==> src/ehd_pkg.sv <==
// ----------------------------------------------------------------------------
// ehd_pkg - shared types and constants of the holy days calculator
// Widths, constant divisor codes with their reciprocals, month numbers and
// the request and response of one month walk step.
// ----------------------------------------------------------------------------
package ehd_pkg;

    // field and datapath widths
    localparam int YEAR_W      = 14;
    localparam int NUM_W       = 14;
    localparam int RECIP_W     = 23;
    localparam int RECIP_SHIFT = 24;
    localparam int QUO_W       = NUM_W + RECIP_W - RECIP_SHIFT;
    localparam int REM_W       = 9;
    localparam int DOY_W       = 8;
    localparam int DAY_W       = 5;
    localparam int MON_W       = 4;

    // register stages of the constant divider
    localparam int DIV_LAT     = 2;

    typedef logic [NUM_W-1:0] num_t;
    typedef logic [QUO_W-1:0] quo_t;
    typedef logic [REM_W-1:0] rem_t;
    typedef logic [DOY_W-1:0] doy_t;
    typedef logic [DAY_W-1:0] day_t;
    typedef logic [MON_W-1:0] mon_t;

    // month numbers
    localparam mon_t MONTH_JAN = 4'd1;
    localparam mon_t MONTH_FEB = 4'd2;
    localparam mon_t MONTH_MAR = 4'd3;
    localparam mon_t MONTH_APR = 4'd4;
    localparam mon_t MONTH_JUN = 4'd6;
    localparam mon_t MONTH_SEP = 4'd9;
    localparam mon_t MONTH_NOV = 4'd11;
    localparam mon_t MONTH_DEC = 4'd12;

    // constant divisors known to the divider
    typedef enum logic [2:0] {
        DIV_19,
        DIV_100,
        DIV_25,
        DIV_3,
        DIV_30,
        DIV_7,
        DIV_451,
        DIV_31
    } div_code_t;

    // ceil(2^RECIP_SHIFT / d), exact for every numerator below 2^NUM_W
    function automatic logic [RECIP_W-1:0] recip(input div_code_t code);
        logic [RECIP_W-1:0] val;
        unique case (code)
            DIV_19:  val = 23'd883012;
            DIV_100: val = 23'd167773;
            DIV_25:  val = 23'd671089;
            DIV_3:   val = 23'd5592406;
            DIV_30:  val = 23'd559241;
            DIV_7:   val = 23'd2396746;
            DIV_451: val = 23'd37201;
            DIV_31:  val = 23'd541201;
        endcase
        return val;
    endfunction

    function automatic logic [REM_W-1:0] divisor(input div_code_t code);
        logic [REM_W-1:0] val;
        unique case (code)
            DIV_19:  val = 9'd19;
            DIV_100: val = 9'd100;
            DIV_25:  val = 9'd25;
            DIV_3:   val = 9'd3;
            DIV_30:  val = 9'd30;
            DIV_7:   val = 9'd7;
            DIV_451: val = 9'd451;
            DIV_31:  val = 9'd31;
        endcase
        return val;
    endfunction

    // one step of the month walk
    typedef struct packed {
        doy_t n;
        mon_t m;
        logic leap;
    } walk_req_t;

    typedef struct packed {
        logic adv;
        doy_t n_next;
        mon_t m_next;
    } walk_rsp_t;

endpackage

==> src/ehd_cdiv.sv <==
// ----------------------------------------------------------------------------
// ehd_cdiv - shared divider by a selectable constant
// Quotient by reciprocal multiplication, remainder by multiply back and
// subtract. Two register stages: operand, then quotient.
// ----------------------------------------------------------------------------
module ehd_cdiv (
    input  logic                clk,
    input  ehd_pkg::num_t       num,
    input  ehd_pkg::div_code_t  code,
    output ehd_pkg::quo_t       quo,
    output ehd_pkg::rem_t       rem
);

    localparam int PROD_W = ehd_pkg::NUM_W + ehd_pkg::RECIP_W;

    ehd_pkg::num_t      num_s1_reg;
    ehd_pkg::div_code_t code_s1_reg;
    ehd_pkg::num_t      num_s2_reg;
    ehd_pkg::div_code_t code_s2_reg;
    ehd_pkg::quo_t      quo_s2_reg;
    logic [PROD_W-1:0]  prod;
    ehd_pkg::num_t      qd;

    // reciprocal product of the registered operand
    assign prod = {{ehd_pkg::RECIP_W{1'b0}}, num_s1_reg}
                * {{ehd_pkg::NUM_W{1'b0}}, ehd_pkg::recip(code_s1_reg)};

    // operand and quotient stages
    always_ff @(posedge clk)
    begin
        num_s1_reg  <= num;
        code_s1_reg <= code;
        num_s2_reg  <= num_s1_reg;
        code_s2_reg <= code_s1_reg;
        quo_s2_reg  <= prod[PROD_W-1 -: ehd_pkg::QUO_W];
    end

    // remainder from the registered quotient
    assign qd  = ehd_pkg::num_t'(quo_s2_reg)
               * ehd_pkg::num_t'(ehd_pkg::divisor(code_s2_reg));
    assign quo = quo_s2_reg;
    assign rem = ehd_pkg::REM_W'(num_s2_reg - qd);

endmodule

==> src/ehd_mstep.sv <==
// ----------------------------------------------------------------------------
// ehd_mstep - one step of the month walk
// Compares a day number with the length of the current month and gives the
// day number and month after stepping past it.
// ----------------------------------------------------------------------------
module ehd_mstep (
    input  ehd_pkg::walk_req_t req,
    output ehd_pkg::walk_rsp_t rsp
);

    ehd_pkg::doy_t len;

    // month length with the gregorian leap rule
    always_comb
    begin
        unique case (req.m) inside
            ehd_pkg::MONTH_FEB:
                len = req.leap ? ehd_pkg::doy_t'(29) : ehd_pkg::doy_t'(28);
            ehd_pkg::MONTH_APR, ehd_pkg::MONTH_JUN,
            ehd_pkg::MONTH_SEP, ehd_pkg::MONTH_NOV:
                len = ehd_pkg::doy_t'(30);
            default:
                len = ehd_pkg::doy_t'(31);
        endcase
    end

    // step past the month while the day number is beyond it
    assign rsp.adv    = (req.m < ehd_pkg::MONTH_DEC) && (req.n > len);
    assign rsp.n_next = req.n - len;
    assign rsp.m_next = ehd_pkg::mon_t'(req.m + 1'b1);

endmodule

==> src/easter_holy_days_calculator_top.sv <==
// ----------------------------------------------------------------------------
// easter_holy_days_calculator_top - holy days of one gregorian year
// Sequence: eight constant divisions through the shared divider, the S_DOY
// and S_LOAD setup states, a month walk of one month per cycle, then the
// S_DONE output state. Items are handled one at a time; a new item is taken
// the cycle after the result is registered, also while that result still
// waits.
// Reset: rst_n clears the sequencer and out_valid; no clearing pass.
// ----------------------------------------------------------------------------
module easter_holy_days_calculator_top (
    input  logic          clk,
    input  logic          rst_n,
    input  logic          in_valid,
    output logic          in_ready,
    input  logic [13:0]   year,
    output logic          out_valid,
    input  logic          out_ready,
    output logic [4:0]    carnival_day,
    output logic [3:0]    carnival_month,
    output logic [4:0]    good_friday_day,
    output logic [3:0]    good_friday_month,
    output logic [4:0]    easter_day_of_month,
    output logic [3:0]    easter_month_number,
    output logic [4:0]    whitsun_day,
    output logic [3:0]    whitsun_month,
    output logic [4:0]    ascension_day_of_month,
    output logic [3:0]    ascension_month
);

    typedef enum logic [2:0] {
        S_IDLE,
        S_DIV,
        S_DOY,
        S_LOAD,
        S_WALK,
        S_DONE
    } state_t;

    typedef enum logic [2:0] {
        OP_A,
        OP_B,
        OP_F,
        OP_G,
        OP_H,
        OP_L,
        OP_M,
        OP_BASE
    } op_t;

    typedef enum logic [1:0] {
        SEL_CARN,
        SEL_GF,
        SEL_WHIT,
        SEL_ASC
    } sel_t;

    state_t             state_reg;
    op_t                op_reg;
    logic [1:0]         phase_reg;
    sel_t               sel_reg;
    logic               out_valid_reg;

    logic [ehd_pkg::YEAR_W-1:0] year_reg;
    logic [4:0]         a_reg;
    logic [7:0]         b_reg;
    logic [6:0]         c_reg;
    logic [2:0]         f_reg;
    logic [7:0]         g_reg;
    logic [4:0]         h_reg;
    logic [2:0]         l_reg;
    logic               m_reg;
    ehd_pkg::day_t      e_day_reg;
    ehd_pkg::mon_t      e_mon_reg;
    logic               leap_reg;
    ehd_pkg::doy_t      doy_reg;
    ehd_pkg::doy_t      n_reg;
    ehd_pkg::mon_t      mon_reg;

    ehd_pkg::day_t      carn_day_reg;
    ehd_pkg::mon_t      carn_mon_reg;
    ehd_pkg::day_t      gf_day_reg;
    ehd_pkg::mon_t      gf_mon_reg;
    ehd_pkg::day_t      whit_day_reg;
    ehd_pkg::mon_t      whit_mon_reg;
    ehd_pkg::day_t      asc_day_reg;
    ehd_pkg::mon_t      asc_mon_reg;

    ehd_pkg::day_t      out_carn_day_reg;
    ehd_pkg::mon_t      out_carn_mon_reg;
    ehd_pkg::day_t      out_gf_day_reg;
    ehd_pkg::mon_t      out_gf_mon_reg;
    ehd_pkg::day_t      out_e_day_reg;
    ehd_pkg::mon_t      out_e_mon_reg;
    ehd_pkg::day_t      out_whit_day_reg;
    ehd_pkg::mon_t      out_whit_mon_reg;
    ehd_pkg::day_t      out_asc_day_reg;
    ehd_pkg::mon_t      out_asc_mon_reg;

    ehd_pkg::num_t      div_num;
    ehd_pkg::div_code_t div_code;
    ehd_pkg::quo_t      div_quo;
    ehd_pkg::rem_t      div_rem;
    ehd_pkg::num_t      a_n, b_n, d_n, e_n, f_n, g_n, h_n, i_n, k_n, l_n, m_n;

    logic               leap_next;
    ehd_pkg::doy_t      doy_next;
    ehd_pkg::walk_req_t walk_req;
    ehd_pkg::walk_rsp_t walk_rsp;
    sel_t               sel_next;
    ehd_pkg::doy_t      start_next;
    logic               div_last;
    logic               out_free;
    logic               accept;

    // start day number of a date, counted from 1 january
    function automatic ehd_pkg::doy_t start_n(input sel_t sel, input ehd_pkg::doy_t doy);
        ehd_pkg::doy_t n;
        unique case (sel)
            SEL_CARN:
                n = (doy > ehd_pkg::doy_t'(49)) ? doy - ehd_pkg::doy_t'(49)
                                                : ehd_pkg::doy_t'(1);
            SEL_GF:
                n = (doy > ehd_pkg::doy_t'(2)) ? doy - ehd_pkg::doy_t'(2)
                                               : ehd_pkg::doy_t'(1);
            SEL_WHIT:
                n = doy + ehd_pkg::doy_t'(49);
            SEL_ASC:
                n = doy + ehd_pkg::doy_t'(39);
        endcase
        if (n == ehd_pkg::doy_t'(0))
        begin
            n = ehd_pkg::doy_t'(1);
        end
        return n;
    endfunction

    assign accept   = in_valid && in_ready;
    assign in_ready = (state_reg == S_IDLE);
    assign out_free = !out_valid_reg || out_ready;
    assign div_last = (phase_reg == 2'(ehd_pkg::DIV_LAT));

    // computus terms widened for the operand mux
    assign a_n = ehd_pkg::num_t'(a_reg);
    assign b_n = ehd_pkg::num_t'(b_reg);
    assign d_n = ehd_pkg::num_t'(b_reg[7:2]);
    assign e_n = ehd_pkg::num_t'(b_reg[1:0]);
    assign f_n = ehd_pkg::num_t'(f_reg);
    assign g_n = ehd_pkg::num_t'(g_reg);
    assign h_n = ehd_pkg::num_t'(h_reg);
    assign i_n = ehd_pkg::num_t'(c_reg[6:2]);
    assign k_n = ehd_pkg::num_t'(c_reg[1:0]);
    assign l_n = ehd_pkg::num_t'(l_reg);
    assign m_n = ehd_pkg::num_t'(m_reg);

    // divider operand and divisor for each computus step
    always_comb
    begin
        unique case (op_reg)
            OP_A:
            begin
                div_num  = ehd_pkg::num_t'(year_reg);
                div_code = ehd_pkg::DIV_19;
            end
            OP_B:
            begin
                div_num  = ehd_pkg::num_t'(year_reg);
                div_code = ehd_pkg::DIV_100;
            end
            OP_F:
            begin
                div_num  = b_n + ehd_pkg::num_t'(8);
                div_code = ehd_pkg::DIV_25;
            end
            OP_G:
            begin
                div_num  = b_n - f_n + ehd_pkg::num_t'(1);
                div_code = ehd_pkg::DIV_3;
            end
            OP_H:
            begin
                div_num  = ehd_pkg::num_t'(19) * a_n + b_n + ehd_pkg::num_t'(135)
                         - d_n - g_n;
                div_code = ehd_pkg::DIV_30;
            end
            OP_L:
            begin
                div_num  = ehd_pkg::num_t'(32) + (e_n << 1) + (i_n << 1) - h_n - k_n;
                div_code = ehd_pkg::DIV_7;
            end
            OP_M:
            begin
                div_num  = a_n + ehd_pkg::num_t'(11) * h_n + ehd_pkg::num_t'(22) * l_n;
                div_code = ehd_pkg::DIV_451;
            end
            OP_BASE:
            begin
                div_num  = h_n + l_n + ehd_pkg::num_t'(114) - ehd_pkg::num_t'(7) * m_n;
                div_code = ehd_pkg::DIV_31;
            end
        endcase
    end

    ehd_cdiv u_cdiv (
        .clk  (clk),
        .num  (div_num),
        .code (div_code),
        .quo  (div_quo),
        .rem  (div_rem)
    );

    // leap rule and day of year of easter
    assign leap_next = (year_reg[1:0] == 2'b00)
                    && !((c_reg == 7'd0) && (b_reg[1:0] != 2'b00));
    assign doy_next  = ((e_mon_reg == ehd_pkg::MONTH_APR) ? ehd_pkg::doy_t'(90)
                                                          : ehd_pkg::doy_t'(59))
                     + ehd_pkg::doy_t'(leap_next) + ehd_pkg::doy_t'(e_day_reg);

    // month walk
    assign walk_req.n    = n_reg;
    assign walk_req.m    = mon_reg;
    assign walk_req.leap = leap_reg;

    ehd_mstep u_mstep (
        .req (walk_req),
        .rsp (walk_rsp)
    );

    assign sel_next   = sel_t'(sel_reg + 1'b1);
    assign start_next = start_n(sel_next, doy_reg);

    // sequencer and output valid
    always_ff @(posedge clk or negedge rst_n)
    begin
        if (!rst_n)
        begin
            state_reg     <= S_IDLE;
            op_reg        <= OP_A;
            phase_reg     <= 2'd0;
            sel_reg       <= SEL_CARN;
            out_valid_reg <= 1'b0;
        end
        else
        begin
            if (out_valid_reg && out_ready && state_reg != S_DONE)
            begin
                out_valid_reg <= 1'b0;
            end
            unique case (state_reg)
                S_IDLE:
                begin
                    if (accept)
                    begin
                        state_reg <= S_DIV;
                        op_reg    <= OP_A;
                        phase_reg <= 2'd0;
                    end
                end
                S_DIV:
                begin
                    if (div_last)
                    begin
                        phase_reg <= 2'd0;
                        if (op_reg == OP_BASE)
                        begin
                            state_reg <= S_DOY;
                        end
                        else
                        begin
                            op_reg <= op_t'(op_reg + 1'b1);
                        end
                    end
                    else
                    begin
                        phase_reg <= phase_reg + 2'd1;
                    end
                end
                S_DOY:
                begin
                    state_reg <= S_LOAD;
                    sel_reg   <= SEL_CARN;
                end
                S_LOAD:
                begin
                    state_reg <= S_WALK;
                end
                S_WALK:
                begin
                    if (!walk_rsp.adv)
                    begin
                        if (sel_reg == SEL_ASC)
                        begin
                            state_reg <= S_DONE;
                        end
                        else
                        begin
                            sel_reg <= sel_next;
                        end
                    end
                end
                S_DONE:
                begin
                    if (out_free)
                    begin
                        out_valid_reg <= 1'b1;
                        state_reg     <= S_IDLE;
                    end
                end
                default:
                begin
                    state_reg <= S_IDLE;
                end
            endcase
        end
    end

    // datapath registers
    always_ff @(posedge clk)
    begin
        if (accept)
        begin
            year_reg <= year;
        end

        // capture of each division result
        if (state_reg == S_DIV && div_last)
        begin
            unique case (op_reg)
                OP_A:    a_reg <= div_rem[4:0];
                OP_B:
                begin
                    b_reg <= div_quo[7:0];
                    c_reg <= div_rem[6:0];
                end
                OP_F:    f_reg <= div_quo[2:0];
                OP_G:    g_reg <= div_quo[7:0];
                OP_H:    h_reg <= div_rem[4:0];
                OP_L:    l_reg <= div_rem[2:0];
                OP_M:    m_reg <= div_quo[0];
                OP_BASE:
                begin
                    e_day_reg <= div_rem[4:0] + 5'd1;
                    e_mon_reg <= div_quo[3:0];
                end
            endcase
        end

        if (state_reg == S_DOY)
        begin
            leap_reg <= leap_next;
            doy_reg  <= doy_next;
        end

        if (state_reg == S_LOAD)
        begin
            n_reg   <= start_n(SEL_CARN, doy_reg);
            mon_reg <= ehd_pkg::MONTH_JAN;
        end

        // walk one month per cycle, then store the date and load the next
        if (state_reg == S_WALK)
        begin
            if (walk_rsp.adv)
            begin
                n_reg   <= walk_rsp.n_next;
                mon_reg <= walk_rsp.m_next;
            end
            else
            begin
                unique case (sel_reg)
                    SEL_CARN:
                    begin
                        carn_day_reg <= n_reg[4:0];
                        carn_mon_reg <= mon_reg;
                    end
                    SEL_GF:
                    begin
                        gf_day_reg <= n_reg[4:0];
                        gf_mon_reg <= mon_reg;
                    end
                    SEL_WHIT:
                    begin
                        whit_day_reg <= n_reg[4:0];
                        whit_mon_reg <= mon_reg;
                    end
                    SEL_ASC:
                    begin
                        asc_day_reg <= n_reg[4:0];
                        asc_mon_reg <= mon_reg;
                    end
                endcase
                n_reg   <= start_next;
                mon_reg <= ehd_pkg::MONTH_JAN;
            end
        end

        // output item register
        if (state_reg == S_DONE && out_free)
        begin
            out_carn_day_reg <= carn_day_reg;
            out_carn_mon_reg <= carn_mon_reg;
            out_gf_day_reg   <= gf_day_reg;
            out_gf_mon_reg   <= gf_mon_reg;
            out_e_day_reg    <= e_day_reg;
            out_e_mon_reg    <= e_mon_reg;
            out_whit_day_reg <= whit_day_reg;
            out_whit_mon_reg <= whit_mon_reg;
            out_asc_day_reg  <= asc_day_reg;
            out_asc_mon_reg  <= asc_mon_reg;
        end
    end

    assign out_valid              = out_valid_reg;
    assign carnival_day           = out_carn_day_reg;
    assign carnival_month         = out_carn_mon_reg;
    assign good_friday_day        = out_gf_day_reg;
    assign good_friday_month      = out_gf_mon_reg;
    assign easter_day_of_month    = out_e_day_reg;
    assign easter_month_number    = out_e_mon_reg;
    assign whitsun_day            = out_whit_day_reg;
    assign whitsun_month          = out_whit_mon_reg;
    assign ascension_day_of_month = out_asc_day_reg;
    assign ascension_month        = out_asc_mon_reg;

`ifndef SYNTHESIS
    // busy after an item is taken
    a_busy_after_accept: assert property (@(posedge clk) disable iff (!rst_n)
        accept |=> !in_ready)
        else $error("input taken again right after an accept");

    // a finished result waits while the output is blocked
    a_done_holds: assert property (@(posedge clk) disable iff (!rst_n)
        (state_reg == S_DONE && out_valid_reg && !out_ready) |=> state_reg == S_DONE)
        else $error("finished result left while output blocked");

    // the walk never passes december
    a_walk_month: assert property (@(posedge clk) disable iff (!rst_n)
        (state_reg == S_WALK) |-> (mon_reg <= ehd_pkg::MONTH_DEC))
        else $error("month walk beyond december");

    // easter always lands on a real day in march or april
    a_easter_range: assert property (@(posedge clk) disable iff (!rst_n)
        out_valid |-> ((easter_month_number == ehd_pkg::MONTH_MAR
                     || easter_month_number == ehd_pkg::MONTH_APR)
                     && easter_day_of_month != 5'd0))
        else $error("easter date out of range");
`endif

endmodule

==> config.mk <==
export PLATFORM = sky130hd
export DESIGN_NAME = easter_holy_days_calculator_top
export DESIGN_NICKNAME = d
export VERILOG_FILES = /design/src/ehd_pkg.sv /design/src/ehd_cdiv.sv /design/src/ehd_mstep.sv /design/src/easter_holy_days_calculator_top.sv
export SDC_FILE = /design/constraint.sdc
export NUM_CORES = 1
export LEC_CHECK = 0
export BUFFER_PORTS_ARGS = -buffer_cell sky130_fd_sc_hd__buf_2
export CAP_MARGIN = 10
export CORE_MARGIN = 1
export CORE_UTILIZATION = 40
export CTS_CLUSTER_SIZE = 10
export DETAILED_ROUTE_END_ITERATION = 7
export PLACE_DENSITY_LB_ADDON = 0.2
export SLEW_MARGIN = 30
export SYNTH_ARGS = -nofsm -noshare
export SYNTH_HDL_FRONTEND = slang
export SYNTH_SLANG_ARGS = --single-unit
export TNS_END_PERCENT = 100
==> constraint.sdc <==
create_clock -name clk -period 7.1 [get_ports clk]
set_input_delay 1.065 -clock clk [delete_from_list [all_inputs] [get_ports clk]]
set_output_delay 1.065 -clock clk [all_outputs]
set_load 0.05 [all_outputs]
==> results of run 1 <==
-- routing by layer --
layer	vias up	routed length [um]	track usage, %
li1	7004	-	-
met1	7508	22580	24.42
met2	289	25660	33.25
met3	67	1938	2.286
met4	0	1227	4.779
met5	-	0	0
-- per-stage QoR --
step / setup slack [ns] / utilization, % / std cells / cell area, sq um / hold WS (ns)
2_1_floorplan: 1.335 / - / 2191 / 22400 / 0.3617
3_3_place_gp: 0.5482 / 42.57 / 2946 / 23500 / 0.4017
3_5_place_dp: 0.5315 / 42.57 / 2946 / 23500 / 0.4045
4_1_cts: 0.5117 / 44.22 / 2998 / 24410 / 0.3567
5_1_grt: 0.02421 / 44.23 / 2998 / 24420 / 0.3739
6_report: 0.4797 / 44.23 / 2998 / 24420 / 0.3800
-- kinds of logic after synthesis --
| group | count (synthesis) | synth area share [%] |
|---|---|---|
| flops | 236 | 28.67 |
| simple gates | 588 | 13.16 |
| mux | 5 | 0.2291 |
| compound gates | 237 | 7.313 |
| fa+ha+maj | 500 | 37.75 |
| buf+inv | 523 | 8.816 |
| xor+xnor | 102 | 4.056 |
-- cells in the mapped netlist (17+ instances only) --
library cell    n
o21ai_0        55
nor2_1         79
ha_1          207
nand2_1       218
xnor2_1        73
a21oi_1        48
fa_1          293
nand3_1        17
clkbuf_1       68
edfxtp_1      164
a21o_1         18
inv_1         449
dfxtp_1        61
nor3_1         19
xor2_1         27
and2_1        178
-- area by class of cell --
| type | count | area (sq um) | share of cell area [%] |
|---|---|---|---|
| Clock inverter | 4 | 58.81 | 0.2408 |
| Clock buffer | 48 | 848.3 | 3.474 |
| Tap cell | 748 | 935.9 | 3.833 |
| Timing Repair Buffer | 79 | 432.9 | 1.773 |
| Inverter | 451 | 1695 | 6.943 |
| Sequential cell | 236 | 6422 | 26.30 |
| Multi-Input combinational cell | 1432 | 14020 | 57.43 |
-- worst max path at each step --
| stage | slack [ns] | depth (start not counted) | endpoint | start |
|---|---|---|---|---|
| after detailed placement | 0.53 | 20 | u_cdiv.quo[7]$_DFF_P_ | u_cdiv.num_s1_reg[4]$_DFF_P_ |
| after floorplan | 1.33 | 20 | u_cdiv.quo[1]$_DFF_P_ | u_cdiv.num_s1_reg[12]$_DFF_P_ |
| final | 0.48 | 20 | u_cdiv.quo[7]$_DFF_P_ | u_cdiv.num_s1_reg[4]$_DFF_P_ |
| after CTS | 0.51 | 20 | u_cdiv.quo[7]$_DFF_P_ | u_cdiv.num_s1_reg[4]$_DFF_P_ |
| after global placement | 0.55 | 19 | u_cdiv.quo[7]$_DFF_P_ | u_cdiv.num_s1_reg[6]$_DFF_P_ |
| after global routing | 0.02 | 20 | u_cdiv.quo[6]$_DFF_P_ | u_cdiv.num_s1_reg[3]$_DFF_P_ |
==> impl_metrics.py, run 1 <==
metrics = {
    "outcome": {
        "status": "completed",
    },
    "critical_path": {
        "worst_path_largest_cell_delay_ns": 0.59,
        "crit_slowest_cell": "dfxtp_1",
        "start_kind": "flip-flop",
        "end_kind": "flip-flop",
        "rr_endpoint": "u_cdiv.quo[7]$_DFF_P_",
        "reg2reg_from": "u_cdiv.num_s1_reg[4]$_DFF_P_",
        "crit_chain": "and2_1 > fa_1 > inv_1 > fa_1 > inv_1 > fa_1 > fa_1 > fa_1 > inv_1 > fa_1 > inv_1 > ha_1 > a2111oi_0 > o21ai_0 > o311a_1 > a2bb2oi_1 > o21ai_1 > nor4_1 > o31a_1 > xnor2_1",
        "crit_family": "adder cells",
        "rrSetupSlack_ns": 0.48,
        "path_class": "flip-flop to flip-flop",
        "path_common_cell": "fa_1",
        "cp.required_ns": 7.54,
        "cp_max_fo": 23,
        "worst-r2r-cell-count": 20,
        "cp_num_buf_inv": 4,
        "arrival_ns": 7.06,
    },
    "sta": {
        "worst_slew_pin_slew_ns": 0.9292,
        "fin_crit_sh_pct": 93.24,
        "slew_violations": 0,
        "fmax_ghz": 0.1511,
        "tns_ns": 0,
        "slew_headroom_pct": 37.97,
        "setup_viol": 0,
        "fin_crit_ns": 6.620,
        "grt_setup_unrepaired": "false",
        "skew_ns": 0.01834,
        "hold_viol": 0,
    },
    "route": {
        "drtIter0Drc": 857,
        "vias": 14870,
        "via_per_inst": 4.959,
        "drt_wl_total_mm": 51.40,
        "drt-pass1-iter-count": 7,
        "post_drt_wl_per_cell_um": 17.14,
        "ant_nets": 0,
        "drt_drc_violations_left": 0,
    },
    "cts": {
        "cts_tree": "built",
        "cts_sinks": 236,
        "hold_buffers": 0,
        "cts_max_level": 1,
        "cts_setup_buffers": 0,
        "cts-buffers-inserted": 29,
        "clkTransAtPathRegs_ns": 0.06,
        "cts_buffer_depth": 3,
        "cts_root_buf": "clkbuf_16",
        "worstSkewPairLatency_ns": 0.57,
        "post_cts_resized": 0,
    },
    "global_route": {
        "gr-usage-all-layers_pct": 18.85,
        "antenna_found_initial": 0,
        "overflow": 0,
        "grt_pass1_vias": 15960,
        "grt_pass1_wl_mm": 84.21,
        "grt_max_degree": 37,
    },
    "place": {
        "port_buffers": 64,
        "dp_hpwl_mm": 40.54,
        "place.gp.congestion": 0.8710,
    },
    "die": {
        "num_rows": 86,
        "chipHeight_um": 238.6,
        "die_area_sq_mm": 0.05694,
        "io_pins": 65,
        "coreArea_sq_mm": 0.05520,
        "chipWidth_um": 238.6,
        "initial_core_util_pct": 40.57,
    },
    "yosys": {
        "avgSynthCellArea_sq_um": 10.22,
        "synth_top_area_share_pct": 26.19,
        "synth_cells": 2191,
        "synth_area_leaders": "fa_1 (26%), edfxtp_1 (22%), ha_1 (12%)",
        "ys_seq_elements": 236,
        "synth_flop_cell": "edfxtp_1",
        "synth.distinct_cells": 86,
        "synthesis.area_sq_mm": 0.02240,
        "synth-edff-count": 164,
        "ys_async_sr_fraction_pct": 4.661,
        "synth_top_area_cell": "fa_1",
        "synth_nets": 2709,
        "yosys_warnings": 0,
        "ys_seq_area_share_pct": 28.67,
    },
    "layout": {
        "final_common_cell": "inv_1",
        "nets": 2747,
        "drive_above_1_share_pct": 6.267,
        "layout_common_cells": "inv_1 (449), fa_1 (293), nand2_1 (218)",
        "fill_cells": 5274,
        "diodes": 0,
        "area_growth_pct": 9.022,
    },
    "run": {
        "maxCapViolations": 0,
    },
    "hold_path": {
        "hold_path.class": "primary input to asynchronous set/reset pin",
    },
}
Power of run 1 is left out: the tool's default activity adds up to more than one toggle a clock period on the data nets, which glitch-free logic cannot reach.
==> run 2, diff against run 1 <==
--- a/config.mk
+++ b/config.mk
@@ -8,7 +8,7 @@
 export BUFFER_PORTS_ARGS = -buffer_cell sky130_fd_sc_hd__buf_2
 export CAP_MARGIN = 10
 export CORE_MARGIN = 1
-export CORE_UTILIZATION = 40
+export CORE_UTILIZATION = 39
 export CTS_CLUSTER_SIZE = 10
 export DETAILED_ROUTE_END_ITERATION = 7
 export PLACE_DENSITY_LB_ADDON = 0.2
==> constraint.sdc (replaced) <==
create_clock -name clk -period 7.1 [get_ports clk]
set_input_delay 1.065 -clock clk [delete_from_list [all_inputs] [get_ports clk]]
set_output_delay 1.065 -clock clk [all_outputs]
set_load 0.02 [all_outputs]
==> impl_metrics.py, run 2 (synthesis results as in run 1) <==
metrics = {
    "outcome": {
        "status": "completed",
    },
    "global_route": {
        "antenna_found_initial": 0,
        "gr-usage-all-layers_pct": 18.01,
        "grt_pass1_wl_mm": 83.63,
        "grt_max_degree": 37,
        "grt_pass1_vias": 15810,
        "overflow": 0,
    },
    "place": {
        "preCtsSetupSlack_ns": 0.5751,
        "dp_hpwl_mm": 40.82,
        "place.gp.congestion": 0.8572,
        "port_buffers": 64,
        "dp.cells": 2954,
    },
    "route": {
        "via_per_inst": 4.905,
        "vias": 14760,
        "post_drt_wl_per_cell_um": 17.00,
        "drt-pass1-iter-count": 5,
        "drtIter0Drc": 787,
        "ant_nets": 0,
        "drt_wl_total_mm": 51.14,
        "drt_drc_violations_left": 0,
    },
    "sta": {
        "tns_ns": 0,
        "fin_crit_ns": 6.561,
        "fin_ws_ns": 0.5387,
        "skew_ns": 0.02272,
        "fin_crit_sh_pct": 92.41,
        "worst_slew_pin_slew_ns": 0.9409,
        "fmax_ghz": 0.1524,
        "setup_viol": 0,
        "hold_viol": 0,
        "slew_violations": 0,
        "grt_setup_unrepaired": "false",
        "slew_headroom_pct": 37.27,
    },
    "cts": {
        "cts_tree": "built",
        "clkTransAtPathRegs_ns": 0.05,
        "cts_root_buf": "clkbuf_16",
        "cts-buffers-inserted": 30,
        "hold_buffers": 0,
        "cts_buffer_depth": 3,
        "post_cts_resized": 0,
        "worstSkewPairLatency_ns": 0.58,
        "cts_sinks": 236,
        "cts_setup_buffers": 0,
        "cts_max_level": 1,
    },
    "die": {
        "io_pins": 65,
        "num_rows": 87,
        "initial_core_util_pct": 39.57,
        "die_area_sq_mm": 0.05839,
        "chipHeight_um": 241.6,
        "chipWidth_um": 241.6,
        "coreArea_sq_mm": 0.05660,
    },
    "critical_path": {
        "cp.required_ns": 7.53,
        "start_kind": "flip-flop",
        "cp_max_fo": 22,
        "arrival_ns": 6.99,
        "end_kind": "flip-flop",
        "path_class": "flip-flop to flip-flop",
        "worst-r2r-cell-count": 19,
    },
    "layout": {
        "layout_common_cells": "inv_1 (449), fa_1 (293), nand2_1 (218)",
        "drive_above_1_share_pct": 6.436,
        "diodes": 0,
        "area_growth_pct": 9.452,
        "finalNonFillerCells": 3009,
        "nets": 2748,
        "final_common_cell": "inv_1",
    },
    "hold_path": {
        "hold_path.class": "primary input to asynchronous set/reset pin",
    },
    "run": {
        "maxCapViolations": 0,
    },
}
## run 2: cell types whose count changed in the layout (fill, tap and decap cells not counted), sizes merged
cell / change
clkbuf: +3
clkinvlp: +1
inv: -1
## run 2: final cells by class
| type | count | area [sq um] |
|---|---|---|
| timing repair buffer | 79 | 432.9 |
| multi-input combinational | 1432 | 14020 |
| inverter | 451 | 1695 |
| clock inverter | 4 | 72.57 |
| fill | 5451 | 32090 |
| clock buffer | 51 | 922.1 |
| sequential | 236 | 6421 |
| tap | 756 | 945.9 |
## run 2: through the flow
step                      hold WS (ns)  cell area, sq um  utilization [%]
after CTS                       0.3450             24510            43.30
after floorplan                 0.3617             22400                -
after global routing            0.3572             24510            43.31
after global placement          0.4005             23510            41.53
after detailed placement        0.4045             23510            41.54
final                           0.3675             24510            43.31
## run 2: per-layer routing
metal | track usage [%] | vias to the layer above | wire length [um]
met5 | 0 | - | 0
met4 | 4.384 | 0 | 1230
met3 | 1.976 | 73 | 1831
met2 | 31.85 | 267 | 25530
met1 | 23.43 | 7412 | 22560
li1 | - | 7008 | -
## run 2: path summary, 6_finish.rpt
check | from | endpoint | slack (ns)
min in group clk | asc_mon_reg[3]$_DFFE_PP_ | ascension_month[3]$_DFFE_PP_ | 0.42
hold reg to reg | asc_mon_reg[3]$_DFFE_PP_ | ascension_month[3]$_DFFE_PP_ | 0.42
setup reg to reg | u_cdiv.num_s1_reg[7]$_DFF_P_ | u_cdiv.quo[7]$_DFF_P_ | 0.54
setup / recovery | u_cdiv.num_s1_reg[7]$_DFF_P_ | u_cdiv.quo[7]$_DFF_P_ | 0.54
hold / removal | rst_n | out_valid$_DFF_PN0_ | 0.37
max in group asynchronous | rst_n | op_reg[0]$_DFFE_PN0P_ | 6.48
## run 2: critical path: stages (launching register included)
cell and delay, ns:
dfxtp_1 0.92, nand2_1 0.19, fa_1 0.53, fa_1 0.51
inv_1 0.04, ha_1 0.31, fa_1 0.51, fa_1 0.55
inv_1 0.06, fa_1 0.53, inv_1 0.04, ha_1 0.32
a211oi_1 0.26, o211ai_1 0.12, o311a_1 0.37, a2bb2oi_1 0.43
o21ai_1 0.20, nor4_1 0.29, o31a_1 0.18, xnor2_1 0.06
Power of run 2 is left out for the same reason.
==> run 3, diff against run 2 <==
--- a/config.mk
+++ b/config.mk
@@ -5,7 +5,7 @@
 export SDC_FILE = /design/constraint.sdc
 export NUM_CORES = 1
 export LEC_CHECK = 0
-export BUFFER_PORTS_ARGS = -buffer_cell sky130_fd_sc_hd__buf_2
+export BUFFER_PORTS_ARGS = -buffer_cell sky130_fd_sc_hd__clkbuf_2
 export CAP_MARGIN = 10
 export CORE_MARGIN = 1
 export CORE_UTILIZATION = 39
==> impl_metrics.py, run 3 (synthesis results as in run 1) <==
metrics = {
    "global_route": {
        "overflow": 0,
        "grt_pass1_wl_mm": 84.59,
        "grt_max_degree": 37,
        "antenna_found_initial": 0,
        "gr-usage-all-layers_pct": 18.08,
        "grt_pass1_vias": 15820,
    },
    "critical_path": {
        "path_class": "flip-flop to flip-flop",
        "crit_family": "adder cells",
        "start_kind": "flip-flop",
        "path_common_cell": "fa_1",
        "reg2reg_from": "u_cdiv.num_s1_reg[7]$_DFF_P_",
        "worst-r2r-cell-count": 19,
        "cp_num_buf_inv": 3,
        "crit_chain": "nand2_1 > fa_1 > fa_1 > inv_1 > ha_1 > fa_1 > fa_1 > inv_1 > fa_1 > inv_1 > ha_1 > a211oi_1 > o211ai_1 > o311a_1 > a2bb2oi_1 > o21ai_1 > nor4_1 > o31a_1 > xnor2_1",
        "end_kind": "flip-flop",
        "cp_max_fo": 22,
        "rr_endpoint": "u_cdiv.quo[7]$_DFF_P_",
        "arrival_ns": 7.04,
        "rrSetupSlack_ns": 0.49,
        "worst_path_largest_cell_delay_ns": 0.90,
        "crit_slowest_cell": "dfxtp_1",
        "cp.required_ns": 7.53,
        "critPathLaunch": "u_cdiv.num_s1_reg[7]$_DFF_P_",
    },
    "run": {
        "maxCapViolations": 0,
    },
    "sta": {
        "fmax_ghz": 0.1514,
        "slew_violations": 0,
        "hold_viol": 0,
        "grt_setup_unrepaired": "false",
        "fin_crit_ns": 6.605,
        "skew_ns": 0.01627,
        "slew_headroom_pct": 40.17,
        "fin_crit_sh_pct": 93.03,
        "tns_ns": 0,
        "worst_slew_pin_slew_ns": 0.8963,
        "setup_viol": 0,
    },
    "place": {
        "port_buffers": 64,
        "place.gp.congestion": 0.8558,
        "place_area_sq_mm": 0.02351,
        "dp_hpwl_mm": 41.30,
    },
    "layout": {
        "layout_common_cells": "inv_1 (449), fa_1 (293), nand2_1 (218)",
        "seqCellArea_sq_mm": 0.006421,
        "area_growth_pct": 9.084,
        "fill_cells": 5486,
        "nets": 2747,
        "diodes": 0,
        "drive_above_1_share_pct": 6.306,
        "multi_input_area_sq_mm": 0.01402,
        "final_cell_area_sq_mm": 0.02443,
        "final_common_cell": "inv_1",
    },
    "die": {
        "chipHeight_um": 241.6,
        "die_area_sq_mm": 0.05839,
        "num_rows": 87,
        "chipWidth_um": 241.6,
        "coreArea_sq_mm": 0.05660,
        "io_pins": 65,
        "initial_core_util_pct": 39.57,
    },
    "route": {
        "drt-pass1-iter-count": 5,
        "drtIter0Drc": 719,
        "ant_nets": 0,
        "drt_wl_total_mm": 51.36,
        "drt_drc_violations_left": 0,
        "vias": 14750,
        "via_per_inst": 4.904,
        "post_drt_wl_per_cell_um": 17.08,
    },
    "cts": {
        "post_cts_resized": 0,
        "worstSkewPairLatency_ns": 0.57,
        "cts_tree": "built",
        "cts_max_level": 1,
        "clkTransAtPathRegs_ns": 0.06,
        "cts_sinks": 236,
        "cts_root_buf": "clkbuf_16",
        "cts_buffer_depth": 3,
        "hold_buffers": 0,
        "cts_setup_buffers": 0,
        "cts-buffers-inserted": 29,
    },
    "hold_path": {
        "hold_path.class": "primary input to asynchronous set/reset pin",
    },
    "outcome": {
        "status": "completed",
    },
}
## run 3: layout make-up
class / instances / area share, %
clock buffer: 51 / 3.605
inverter: 451 / 6.939
timing repair buffer: 79 / 1.772
tap: 756 / 3.872
multi-input combinational: 1432 / 57.41
sequential: 236 / 26.28
clock inverter: 3 / 0.1229
## run 3: worst max path at each step
stage	depth (start not counted)	endpoint	slack [ns]
floorplan	20	u_cdiv.quo[1]$_DFF_P_	1.33
global placement	22	u_cdiv.quo[7]$_DFF_P_	0.70
detailed placement	22	u_cdiv.quo[7]$_DFF_P_	0.52
CTS	20	u_cdiv.quo[7]$_DFF_P_	0.50
global route	22	u_cdiv.quo[7]$_DFF_P_	0.15
finish	19	u_cdiv.quo[7]$_DFF_P_	0.49
## run 3: worst reg2reg max path, stage by stage (launching register included)
cell and delay [ns]:
dfxtp_1 0.90, nand2_1 0.23, fa_1 0.56, fa_1 0.52
inv_1 0.04, ha_1 0.31, fa_1 0.51, fa_1 0.54
inv_1 0.05, fa_1 0.53, inv_1 0.04, ha_1 0.32
a211oi_1 0.26, o211ai_1 0.12, o311a_1 0.37, a2bb2oi_1 0.44
o21ai_1 0.20, nor4_1 0.28, o31a_1 0.18, xnor2_1 0.06
## run 3: stage by stage
stage,util (%),setup slack (ns),std cells,hold WS [ns]
CTS,43.15,0.5031,3008,0.3646
finish,43.16,0.4950,3008,0.3827
floorplan,-,1.335,2191,0.3617
global route,43.16,0.1528,3008,0.3912
global placement,41.53,0.7044,2954,0.4005
detailed placement,41.54,0.5229,2954,0.4054
## run 3: routing by layer
layer  share of wire, %  vias to the layer above  track usage (%)  wire length (um)
met3                3.4                       67            1.787              1742
met1                 45                     7420            24.16             23060
met5                  0                        -                0                 0
met4                2.1                        0            3.784              1088
met2                 50                      257            31.68             25470
li1                   -                     7006                -                 -
Power of run 3 is left out for the same reason.
